**src/sclx_pkg.sv**
```systemverilog
// Shared types and character/code constants for the command-line lexer.
package sclx_pkg;

    // Input transfer: one byte of the line, or the end-of-line marker
    typedef struct packed {
        logic [7:0] ch;
        logic       line_end;
    } lex_in_t;

    // Result transfer
    typedef struct packed {
        logic [1:0] kind;
        logic [7:0] out_char;
        logic [2:0] tok_class;
        logic [1:0] status;
        logic [5:0] token_count;
        logic       last;
    } lex_res_t;

    // Result kinds
    localparam logic [1:0] KIND_CHAR      = 2'd0;
    localparam logic [1:0] KIND_TOK_END   = 2'd1;
    localparam logic [1:0] KIND_LINE_DONE = 2'd2;

    // Token types
    localparam logic [2:0] TT_WORD   = 3'd0;
    localparam logic [2:0] TT_OUT    = 3'd1;
    localparam logic [2:0] TT_APPEND = 3'd2;
    localparam logic [2:0] TT_IN     = 3'd3;
    localparam logic [2:0] TT_PIPE   = 3'd4;
    localparam logic [2:0] TT_OR     = 3'd5;

    // Line status
    localparam logic [1:0] ST_OK       = 2'd0;
    localparam logic [1:0] ST_TOO_LONG = 2'd1;
    localparam logic [1:0] ST_UNMATCHED = 2'd2;

    // Characters of interest
    localparam logic [7:0] CH_SPACE  = 8'h20;
    localparam logic [7:0] CH_DQUOTE = 8'h22;
    localparam logic [7:0] CH_DOLLAR = 8'h24;
    localparam logic [7:0] CH_SQUOTE = 8'h27;
    localparam logic [7:0] CH_LT     = 8'h3C;
    localparam logic [7:0] CH_GT     = 8'h3E;
    localparam logic [7:0] CH_BSLASH = 8'h5C;
    localparam logic [7:0] CH_BTICK  = 8'h60;
    localparam logic [7:0] CH_PIPE   = 8'h7C;

endpackage

```
**src/shell_command_line_lexer_unit.sv**
```systemverilog
// Command-line lexer top level: byte-wise tokeniser with a four-entry result queue.
//
// Takes one command line a byte per transfer, closed by a transfer with line_end set,
// and splits it into tokens: spaces separate, single quotes are literal, double quotes
// are literal except that a backslash before " \ $ or ` gives that character, an
// unquoted backslash takes the next byte literally, and > >> < | || stand as tokens of
// their own. Each token is delivered as its characters followed by a token-end result
// whose type comes from the finished text (so a quoted '>' is still type out); each line
// closes with a line-done result carrying the status (ok, token too long, unmatched
// quote) and the token count. A token may hold TOKEN_CHARS-1 characters; one more ends
// the line's useful work with status too long. After TOKEN_SLOTS-1 tokens the rest of
// the line is dropped silently. A byte is lexed in the cycle it is accepted and its
// results land in the queue at that edge, so the first of them is offered in the next
// cycle: one input transfer per cycle is taken whenever the queue has two free entries,
// and results leave one per cycle while m_ready is high. A byte produces zero, one or
// two results, so with m_ready high the sustained rate is one byte per cycle while bytes
// average at most one result each, and is set by the single result port otherwise (as
// for a run of < characters, each of which closes the previous token and opens its own).
// The last flag marks the final result caused by each input transfer.
module shell_command_line_lexer_unit
    import sclx_pkg::*;
#(
    parameter int TOKEN_CHARS = 256,
    parameter int TOKEN_SLOTS = 64
) (
    input  logic     aclk,
    input  logic     aresetn,
    input  logic     s_valid,
    output logic     s_ready,
    input  lex_in_t  s_data,
    output logic     m_valid,
    input  logic     m_ready,
    output lex_res_t m_data
);

    localparam int CCW = $clog2(TOKEN_CHARS);
    localparam int TDW = $clog2(TOKEN_SLOTS);
    localparam logic [CCW-1:0] CC_MAX = CCW'(TOKEN_CHARS - 1);
    localparam logic [TDW-1:0] TD_MAX = TDW'(TOKEN_SLOTS - 1);

    // Lexer modes
    localparam logic [3:0] M_BETWEEN = 4'd0;
    localparam logic [3:0] M_WORD    = 4'd1;
    localparam logic [3:0] M_SQ      = 4'd2;
    localparam logic [3:0] M_DQ      = 4'd3;
    localparam logic [3:0] M_ESC     = 4'd4;
    localparam logic [3:0] M_DQESC   = 4'd5;
    localparam logic [3:0] M_GT      = 4'd6;
    localparam logic [3:0] M_PIPE    = 4'd7;
    localparam logic [3:0] M_OPDONE  = 4'd8;
    localparam logic [3:0] M_IGNORE  = 4'd9;

    typedef struct packed {
        logic [3:0]     mode;
        logic [1:0]     err;
        logic [CCW-1:0] cc;     // characters in the current token
        logic [7:0]     a;      // first character of the token
        logic [7:0]     b;      // second character of the token
        logic [TDW-1:0] td;     // tokens finished in this line
    } lex_st_t;

    // State plus the results produced so far by the current byte
    typedef struct packed {
        lex_st_t          st;
        logic [1:0]       n;
        lex_res_t [1:0]   res;
    } lex_work_t;

    // ------------------------------------------------------------------
    // Step helpers
    // ------------------------------------------------------------------
    function automatic logic [5:0] count6(input logic [TDW-1:0] td);
        logic [TDW+5:0] ext;
        ext = {6'b0, td};
        return ext[5:0];
    endfunction

    function automatic lex_work_t f_emit(input lex_work_t w, input logic [1:0] kind,
                                         input logic [7:0] c, input logic [2:0] tt,
                                         input logic [1:0] status);
        lex_work_t r;
        lex_res_t  e;
        r = w;
        e.kind        = kind;
        e.out_char    = c;
        e.tok_class   = tt;
        e.status      = status;
        e.token_count = count6(w.st.td);
        e.last        = 1'b0;
        if (w.n < 2'd2) begin
            r.res[w.n[0]] = e;
            r.n = w.n + 2'd1;
        end
        return r;
    endfunction

    // Append a character; on overflow flag the line and drop the rest of it
    function automatic lex_work_t f_add(input lex_work_t w, input logic [7:0] c);
        lex_work_t r;
        r = w;
        if (w.st.cc < CC_MAX) begin
            if (w.st.cc == CCW'(0)) begin
                r.st.a = c;
            end
            if (w.st.cc == CCW'(1)) begin
                r.st.b = c;
            end
            r.st.cc = w.st.cc + CCW'(1);
            r = f_emit(r, KIND_CHAR, c, TT_WORD, ST_OK);
        end else begin
            r.st.err  = ST_TOO_LONG;
            r.st.mode = M_IGNORE;
        end
        return r;
    endfunction

    function automatic logic [2:0] f_type(input lex_st_t s);
        logic [2:0] t;
        t = TT_WORD;
        if (s.cc == CCW'(1)) begin
            if (s.a == CH_GT) begin
                t = TT_OUT;
            end else if (s.a == CH_LT) begin
                t = TT_IN;
            end else if (s.a == CH_PIPE) begin
                t = TT_PIPE;
            end
        end else if (s.cc == CCW'(2)) begin
            if (s.a == CH_GT && s.b == CH_GT) begin
                t = TT_APPEND;
            end else if (s.a == CH_PIPE && s.b == CH_PIPE) begin
                t = TT_OR;
            end
        end
        return t;
    endfunction

    // Close the current token; at the token limit the line goes quiet
    function automatic lex_work_t f_finish(input lex_work_t w);
        lex_work_t  r;
        logic [2:0] t;
        r = w;
        t = f_type(w.st);
        r.st.td = w.st.td + TDW'(1);
        r = f_emit(r, KIND_TOK_END, 8'd0, t, ST_OK);
        r.st.cc   = '0;
        r.st.a    = '0;
        r.st.b    = '0;
        r.st.mode = M_BETWEEN;
        if (r.st.td >= TD_MAX) begin
            r.st.mode = M_IGNORE;
        end
        return r;
    endfunction

    function automatic lex_work_t f_word(input lex_work_t w, input logic [7:0] c);
        lex_work_t r;
        r = w;
        case (c)
            CH_SPACE: begin
                r = f_finish(r);
            end
            CH_GT, CH_LT, CH_PIPE: begin
                if (r.st.cc != CCW'(0)) begin
                    r = f_finish(r);
                end
                if (r.st.mode != M_IGNORE) begin
                    r = f_add(r, c);
                    if (r.st.mode != M_IGNORE) begin
                        r.st.mode = (c == CH_GT)   ? M_GT :
                                    (c == CH_PIPE) ? M_PIPE : M_OPDONE;
                    end
                end
            end
            CH_SQUOTE: r.st.mode = M_SQ;
            CH_DQUOTE: r.st.mode = M_DQ;
            CH_BSLASH: r.st.mode = M_ESC;
            default:   r = f_add(r, c);
        endcase
        return r;
    endfunction

    function automatic lex_work_t f_between(input lex_work_t w, input logic [7:0] c);
        lex_work_t r;
        r = w;
        if (c != CH_SPACE) begin
            r.st.mode = M_WORD;
            r = f_word(r, c);
        end
        return r;
    endfunction

    // ------------------------------------------------------------------
    // State and result queue
    // ------------------------------------------------------------------
    lex_st_t    st_reg;
    lex_work_t  w_next;
    lex_res_t   q_reg [4];
    logic [1:0] wr_ptr_reg, wr_ptr_next;
    logic [1:0] rd_ptr_reg, rd_ptr_next;
    logic [2:0] count_reg, count_next;
    logic       s_fire, m_fire;
    logic [1:0] push_n;
    logic [7:0] c;
    logic [7:0] op_ch;

    // Room for the worst case of two results from one byte
    assign s_ready = (count_reg <= 3'd2);
    assign s_fire  = s_valid & s_ready;
    assign m_valid = (count_reg != 3'd0);
    assign m_fire  = m_valid & m_ready;
    assign m_data  = q_reg[rd_ptr_reg];
    assign c       = s_data.ch;
    assign op_ch   = (st_reg.mode == M_GT) ? CH_GT : CH_PIPE;

    // One byte of lexing
    always_comb begin
        w_next     = '0;
        w_next.st  = st_reg;
        if (s_data.line_end) begin
            case (st_reg.mode)
                M_SQ, M_DQ, M_DQESC: begin
                    w_next.st.err = ST_UNMATCHED;
                end
                M_WORD, M_ESC, M_GT, M_PIPE, M_OPDONE: begin
                    w_next = f_finish(w_next);
                end
                default: ;
            endcase
            w_next = f_emit(w_next, KIND_LINE_DONE, 8'd0, TT_WORD, w_next.st.err);
            w_next.st      = '0;
            w_next.st.mode = M_BETWEEN;
        end else begin
            case (st_reg.mode)
                M_BETWEEN: w_next = f_between(w_next, c);
                M_WORD:    w_next = f_word(w_next, c);
                M_SQ: begin
                    if (c == CH_SQUOTE) begin
                        w_next.st.mode = M_WORD;
                    end else begin
                        w_next = f_add(w_next, c);
                    end
                end
                M_DQ: begin
                    if (c == CH_DQUOTE) begin
                        w_next.st.mode = M_WORD;
                    end else if (c == CH_BSLASH) begin
                        w_next.st.mode = M_DQESC;
                    end else begin
                        w_next = f_add(w_next, c);
                    end
                end
                M_ESC: begin
                    w_next.st.mode = M_WORD;
                    w_next = f_add(w_next, c);
                end
                M_DQESC: begin
                    w_next.st.mode = M_DQ;
                    if (c == CH_DQUOTE || c == CH_BSLASH || c == CH_DOLLAR ||
                        c == CH_BTICK) begin
                        w_next = f_add(w_next, c);
                    end else begin
                        // backslash kept literally, then the byte itself
                        w_next = f_add(w_next, CH_BSLASH);
                        if (w_next.st.mode != M_IGNORE) begin
                            w_next = f_add(w_next, c);
                        end
                    end
                end
                M_GT, M_PIPE: begin
                    if (c == op_ch) begin
                        w_next = f_add(w_next, c);
                        if (w_next.st.mode != M_IGNORE) begin
                            w_next = f_finish(w_next);
                        end
                    end else begin
                        w_next = f_finish(w_next);
                        if (w_next.st.mode != M_IGNORE) begin
                            w_next = f_between(w_next, c);
                        end
                    end
                end
                M_OPDONE: begin
                    w_next = f_finish(w_next);
                    if (w_next.st.mode != M_IGNORE) begin
                        w_next = f_between(w_next, c);
                    end
                end
                default: ;
            endcase
        end
        if (w_next.n == 2'd2) begin
            w_next.res[1].last = 1'b1;
        end else if (w_next.n == 2'd1) begin
            w_next.res[0].last = 1'b1;
        end
    end

    assign push_n      = s_fire ? w_next.n : 2'd0;
    assign wr_ptr_next = wr_ptr_reg + push_n;
    assign rd_ptr_next = rd_ptr_reg + {1'b0, m_fire};
    assign count_next  = count_reg + {1'b0, push_n} - {2'b0, m_fire};

    // All-zero state is the between-tokens mode with empty counters
    always_ff @(posedge aclk) begin
        if (!aresetn) begin
            st_reg      <= '0;
            wr_ptr_reg  <= '0;
            rd_ptr_reg  <= '0;
            count_reg   <= '0;
        end else begin
            if (s_fire) begin
                st_reg <= w_next.st;
            end
            wr_ptr_reg <= wr_ptr_next;
            rd_ptr_reg <= rd_ptr_next;
            count_reg  <= count_next;
        end
    end

    // Queue storage, no reset needed
    always_ff @(posedge aclk) begin
        if (push_n != 2'd0) begin
            q_reg[wr_ptr_reg] <= w_next.res[0];
        end
        if (push_n == 2'd2) begin
            q_reg[wr_ptr_reg + 2'd1] <= w_next.res[1];
        end
    end

    // ------------------------------------------------------------------
    // Assertions
    // ------------------------------------------------------------------
    a_queue_bound: assert property (@(posedge aclk) disable iff (!aresetn)
        count_reg <= 3'd4)
        else $error("result queue overfilled");

    a_line_restart: assert property (@(posedge aclk) disable iff (!aresetn)
        (s_fire && s_data.line_end) |=>
            (st_reg.mode == M_BETWEEN && st_reg.cc == '0 && st_reg.td == '0 &&
             st_reg.err == ST_OK))
        else $error("state not cleared after end of line");

    a_token_limit: assert property (@(posedge aclk) disable iff (!aresetn)
        (st_reg.td == TD_MAX) |-> (st_reg.mode == M_IGNORE))
        else $error("token limit reached without ignoring the line");

    a_line_done_last: assert property (@(posedge aclk) disable iff (!aresetn)
        (m_valid && m_data.kind == KIND_LINE_DONE) |-> m_data.last)
        else $error("line done not marked last");

endmodule

```
**config.mk**
```make
export PLATFORM = sky130hd
export DESIGN_NAME = shell_command_line_lexer_unit
export DESIGN_NICKNAME = d
export VERILOG_FILES = /design/src/sclx_pkg.sv /design/src/shell_command_line_lexer_unit.sv
export SDC_FILE = /design/constraint.sdc
export NUM_CORES = 1
export LEC_CHECK = 0
export BUFFER_PORTS_ARGS = -buffer_cell sky130_fd_sc_hd__buf_2
export CAP_MARGIN = 25
export CORE_AREA = 5 5 155 157
export CTS_CLUSTER_SIZE = 10
export DETAILED_ROUTE_END_ITERATION = 6
export DIE_AREA = 0 0 160 162
export GPL_TIMING_DRIVEN = 1
export PLACE_DENSITY = 0.68
export SLEW_MARGIN = 20
export SYNTH_ARGS = -nofsm -noshare
export SYNTH_HDL_FRONTEND = slang
export SYNTH_SLANG_ARGS = --single-unit
```
**constraint.sdc**
```tcl
create_clock -name aclk -period 9.46 [get_ports aclk]
set_input_delay 1.419 -clock aclk [delete_from_list [all_inputs] [get_ports aclk]]
set_output_delay 1.419 -clock aclk [all_outputs]
set_load 0.02 [all_outputs]
```
Word level (Yosys, flattened, before mapping)
Memory sizes are Yosys's and may differ from the RTL's. A register that Yosys moved wholly into a read port is not among the register bits. Cells that the tools add are included.

Magnitude comparators: 29. Reductions and logical operators: 32. Add/sub/neg operators: 19. Bitwise gates (word level): 2. Equality and inequality tests: 59. Mux-type cells: 177.

Operator list (number): 2-to-1 mux 82 bit (32); one-hot mux 78 bit (3 select lines) (4); 2-to-1 mux 76 bit (11); one-hot mux 82 bit (8 select lines) (1); 2-to-1 mux 46 bit (9); bitwise mux 44 bit (9); 2-to-1 mux 22 bit (12); 2-to-1 mux 78 bit (3); demux 22 bit (select 1 bit) (7); 2-to-1 mux 6 bit (21); 2-to-1 mux 52 bit (2); == test 8 x 6 -> 1 bit, second input constant (12); 2-to-1 mux 8 bit (10); one-hot mux 4 bit (5 select lines) (4); 2-to-1 mux 4 bit (17); == test 8 x 7 -> 1 bit, second input constant (7); 2-to-1 mux 3 bit (18); == test 8 x 1 -> 1 bit, second input constant (5); inequality test 4 bit, second input constant (10); adder 8 x 1 -> 8 bit, second input constant (4); zero test 8 bit (4); less-than comparator 8 bit, second input constant (4); inequality test 3 bit, second input constant (9); adder 6 x 1 -> 6 bit, second input constant (3); 37 further kinds (100).

Register bits after elaboration: 43. RAM bits: 88. Output and inout port bits: 24. Memories kept: 1. Input port bits: 13. Word-level logic and storage cells: 328.

Memories: q_reg (words 4, bits a word 22, read ports 1, clocked after memory_dff 1, write ports 2, RTL line shell_command_line_lexer_unit.sv:198) `lex_res_t q_reg [4];`.

Longest topological paths before layout
Word-level depth: 30. Mapped depth: 22. Depth with buffers taken out: 19.

Least setup slack after synthesis
No wires, ideal clock.

Kind: input port to flip-flop. Start point: input port s_data[7] in the netlist's numbering. End point: memory q_reg[3][0] in the netlist's numbering, enable pin. Cell stages on the path: 10. Path slack: 3.957 ns. Required time: 9.027 ns. Arrival: 5.069 ns. Setup time: 0.433 ns. Path buffers: 2. Cell sequence: clkbuf_1 > or4b_1 > or4_1 > clkbuf_2 > a21bo_1 > nand3_1 > a41o_2 > o21ai_0 > and2_1 > nor3b_1.

RTL lines: start: declaration (RTL line shell_command_line_lexer_unit.sv:30) `input lex_in_t s_data,`; end: declaration (RTL line shell_command_line_lexer_unit.sv:198).

==> run metrics <==
crit path cell chain buf_2, or3b_1, nor4_2, nor4_1, nand2b_1, a41o_2, o21ai_0, o21ai_0, o31ai_4, buf_8; Syn Area/Cell slightly above 9 um2; HPWL Detailed between 20000 and 25000 um; internal power 0.001300 W; pin count of the biggest net entering global routing 30; DRC 0; YS warnings 0; Worst Path Class, Setup in -> reg; CP Capture Type flop; dominant cells by area after synthesis edfxtp_1, dfxtp_1, mux4_2; Yosys reg bits roughly 130; Reg2Reg Depth 20; CTS resizes 0; H-tree depth 4; port bufs 36; Comb pwr share 26.9%; top_reg_cell synth edfxtp_1; CP most frequent cell o21ai_0; # diodes 0; clock latency on the worst-skew pair 430 ps; Tcrit/Tclk final 52.42%; Post-Syn Nets approximately 1100; Post-CTS Hold Buffers 0; overall power 0.001925 W; vias in the first global route 8796; most frequent cells in the layout nand2_1, edfxtp_1, a21oi_1; Slew headroom between 40% and 50%; drt first pass iters 6; total grt overflow 0; CP required ~9600 ps; leakage power total approximately 4.0 nW; CP Depth 10; final WL 32790 um; routed vias ~9300; synth unique cells 93; Power Density 176.6 nW/um2; DR iter-0 viols about 1100; post-CTS setup buffer count 0; Synth async-reset ratio 0%; Post-synth EDFFs 88; worst-path fanout max 22; max reg flops 88; Initial Utilization between 40 and 50%; Post-Synthesis Cells roughly 1100; Num CTS Buffers 17; final setup vio count 0; Cell Area, Placed a little over 10000 um2; GRT Overall Usage about a quarter; Worst path max stage delay about 760 ps; die height roughly 160 um; first-pass GRT wire length 51120 um; Die Wd about 160 um; CTS sink cnt 131; fillers roughly 2100; Worst Hold Launch st_reg[31]; CTS tree built; CTS root buf clkbuf_16; Post-Layout Cell Count 1384; Final #Nets 1123; Peak VDD IR about 0.11 mV; Worst-path clk slew 60 ps; Routed Antenna Nets 0; Tmin final roughly 5000 ps; Placed Cells around 1400; GPL Wtd Cong 0.9895; Die ar. 25920 um2; setup_tns 0 ps; startpoint types input port; total of max-cap violations 0; Synth area leader edfxtp_1; register-to-register setup slack 4580 ps; antenna violations before repair 0; status completed; Worst-Margin Slew a little under 900 ps; most common cell after layout, fill and taps aside nand2_1; Switching Share 32.45%; vias per inst 6.715; CP bufs+invs 2; sw power 0.0006247 W; final count of hold timing violations 0; clock share of power between 30% and 40%; RR Startpoint st_reg[22]; path type of the worst min-delay path reg -> reg; Seq pwr share a little over a third; Multi-input gate area 6001 um2; crit path DAT about 5100 ps; Yosys top cell area share a little over a quarter; f_max a little over 200 MHz; sequential share of the synthesized area around a third; per-cell routed wire length around 24 um; fin area roughly 11000 um2; Layout area overhead 9.555%; hold depth 1; Netlist Area Pre-Place between 9000 and 10000 um2; Slowest-stage cell, CP o31ai_4; FF-to-FF End count_reg[2]; CTS max path bufs 2; floorplan core area 22370 um2; Ports 37; sequential cell area ~3500 um2; Slew Limit Fails 0; Critical Path End q_reg[0][13]; Placement Rows 55; crit-path leading delay family compound AO/OA/AOI/OAI gates; CP Launch Point s_data[3]; unrepaired setup endpoints after global routing no; share of cells above drive strength 1 a little over an eighth; Max Clock Skew between 10 and 15 ps
-- power groups by stage --
stage / clock (W) / sequential, W / combinational, W
finish: 0.000705 / 0.000702 / 0.000518
global route: 0.000743 / 0.000707 / 0.000560
CTS: 0.000712 / 0.000702 / 0.000520
detailed placement: 0 / 0.000714 / 0.000519
global placement: 0 / 0.000716 / 0.000504
floorplan: 0 / 0.000696 / 0.000376
-- cells by family (layout without fill, tap and decap cells) --
family,count (synthesis),in the layout,synth area share [%]
xor+xnor,12,12,1.056
mux,79,79,11.00
flops,131,131,35.20
simple gates,388,388,20.40
buf+inv,107,108,4.777
fa+ha+maj,24,24,3.093
other cells,1,1,0.03768
compound gates,356,356,24.43
-- how the worst min path moves through the flow --
stage / end / slack (ps)
floorplan: st_reg[30] / 440
global placement: st_reg[30] / 450
detailed placement: st_reg[31] / 460
CTS: st_reg[31] / 460
global route: st_reg[31] / 480
finish: st_reg[31] / 460
-- Yosys cell counts (all sizes together), types with 18 or more instances --
master and instances:
nor3 30, nand2 111, mux4 22, a21boi 19
edfxtp 88, mux2 20, mux2i 37, nor2b 18
dfxtp 43, ha 23, inv 22, nand3 39
and2 28, a21oi 82, clkbuf 58, nor2 69
a31oi 23, buf 26, o21ai 77
-- layout make-up --
cell class | count | area share [%]
inverter | 23 | 0.7918
sequential | 131 | 32.13
tap | 285 | 3.271
timing repair buffer | 53 | 3.030
multi-input combinational | 860 | 55.04
clock inverter | 13 | 1.584
clock buffer | 19 | 4.154
-- worst reg2reg max path: stages (launching register included) --
cell and delay, ps:
dfxtp_1 670, inv_1 170, ha_1 280, and4_1 160, buf_4 230, inv_1 670, ha_1 370, a21oi_1 110
o211a_1 150, a41o_2 240, o21ai_0 190, and2_1 240, inv_1 60, ha_1 210, inv_1 50, ha_1 130
inv_1 50, fa_1 380, xor2_1 160, xnor2_1 120, and2_1 140
-- per-stage QoR --
stage	util, %	hold slack [ps]	setup slack, ps
5_1_grt	48.75	483.7	4317
2_1_floorplan	-	440.1	3957
6_report	48.75	464.3	4501
4_1_cts	48.75	464.4	4564
3_3_place_gp	45.75	448.4	4141
3_5_place_dp	45.95	456.2	4123
-- per-layer routing --
metal | routed length [um] | GRT usage [%] | share of wire (%)
met1 | 13830 | 34.24 | 42
met2 | 15250 | 39.58 | 46
met3 | 2934 | 5.151 | 8.9
met4 | 779 | 7.196 | 2.4
met5 | 0 | 0 | 0
No activity file was read; power rests on OpenSTA's default activity.
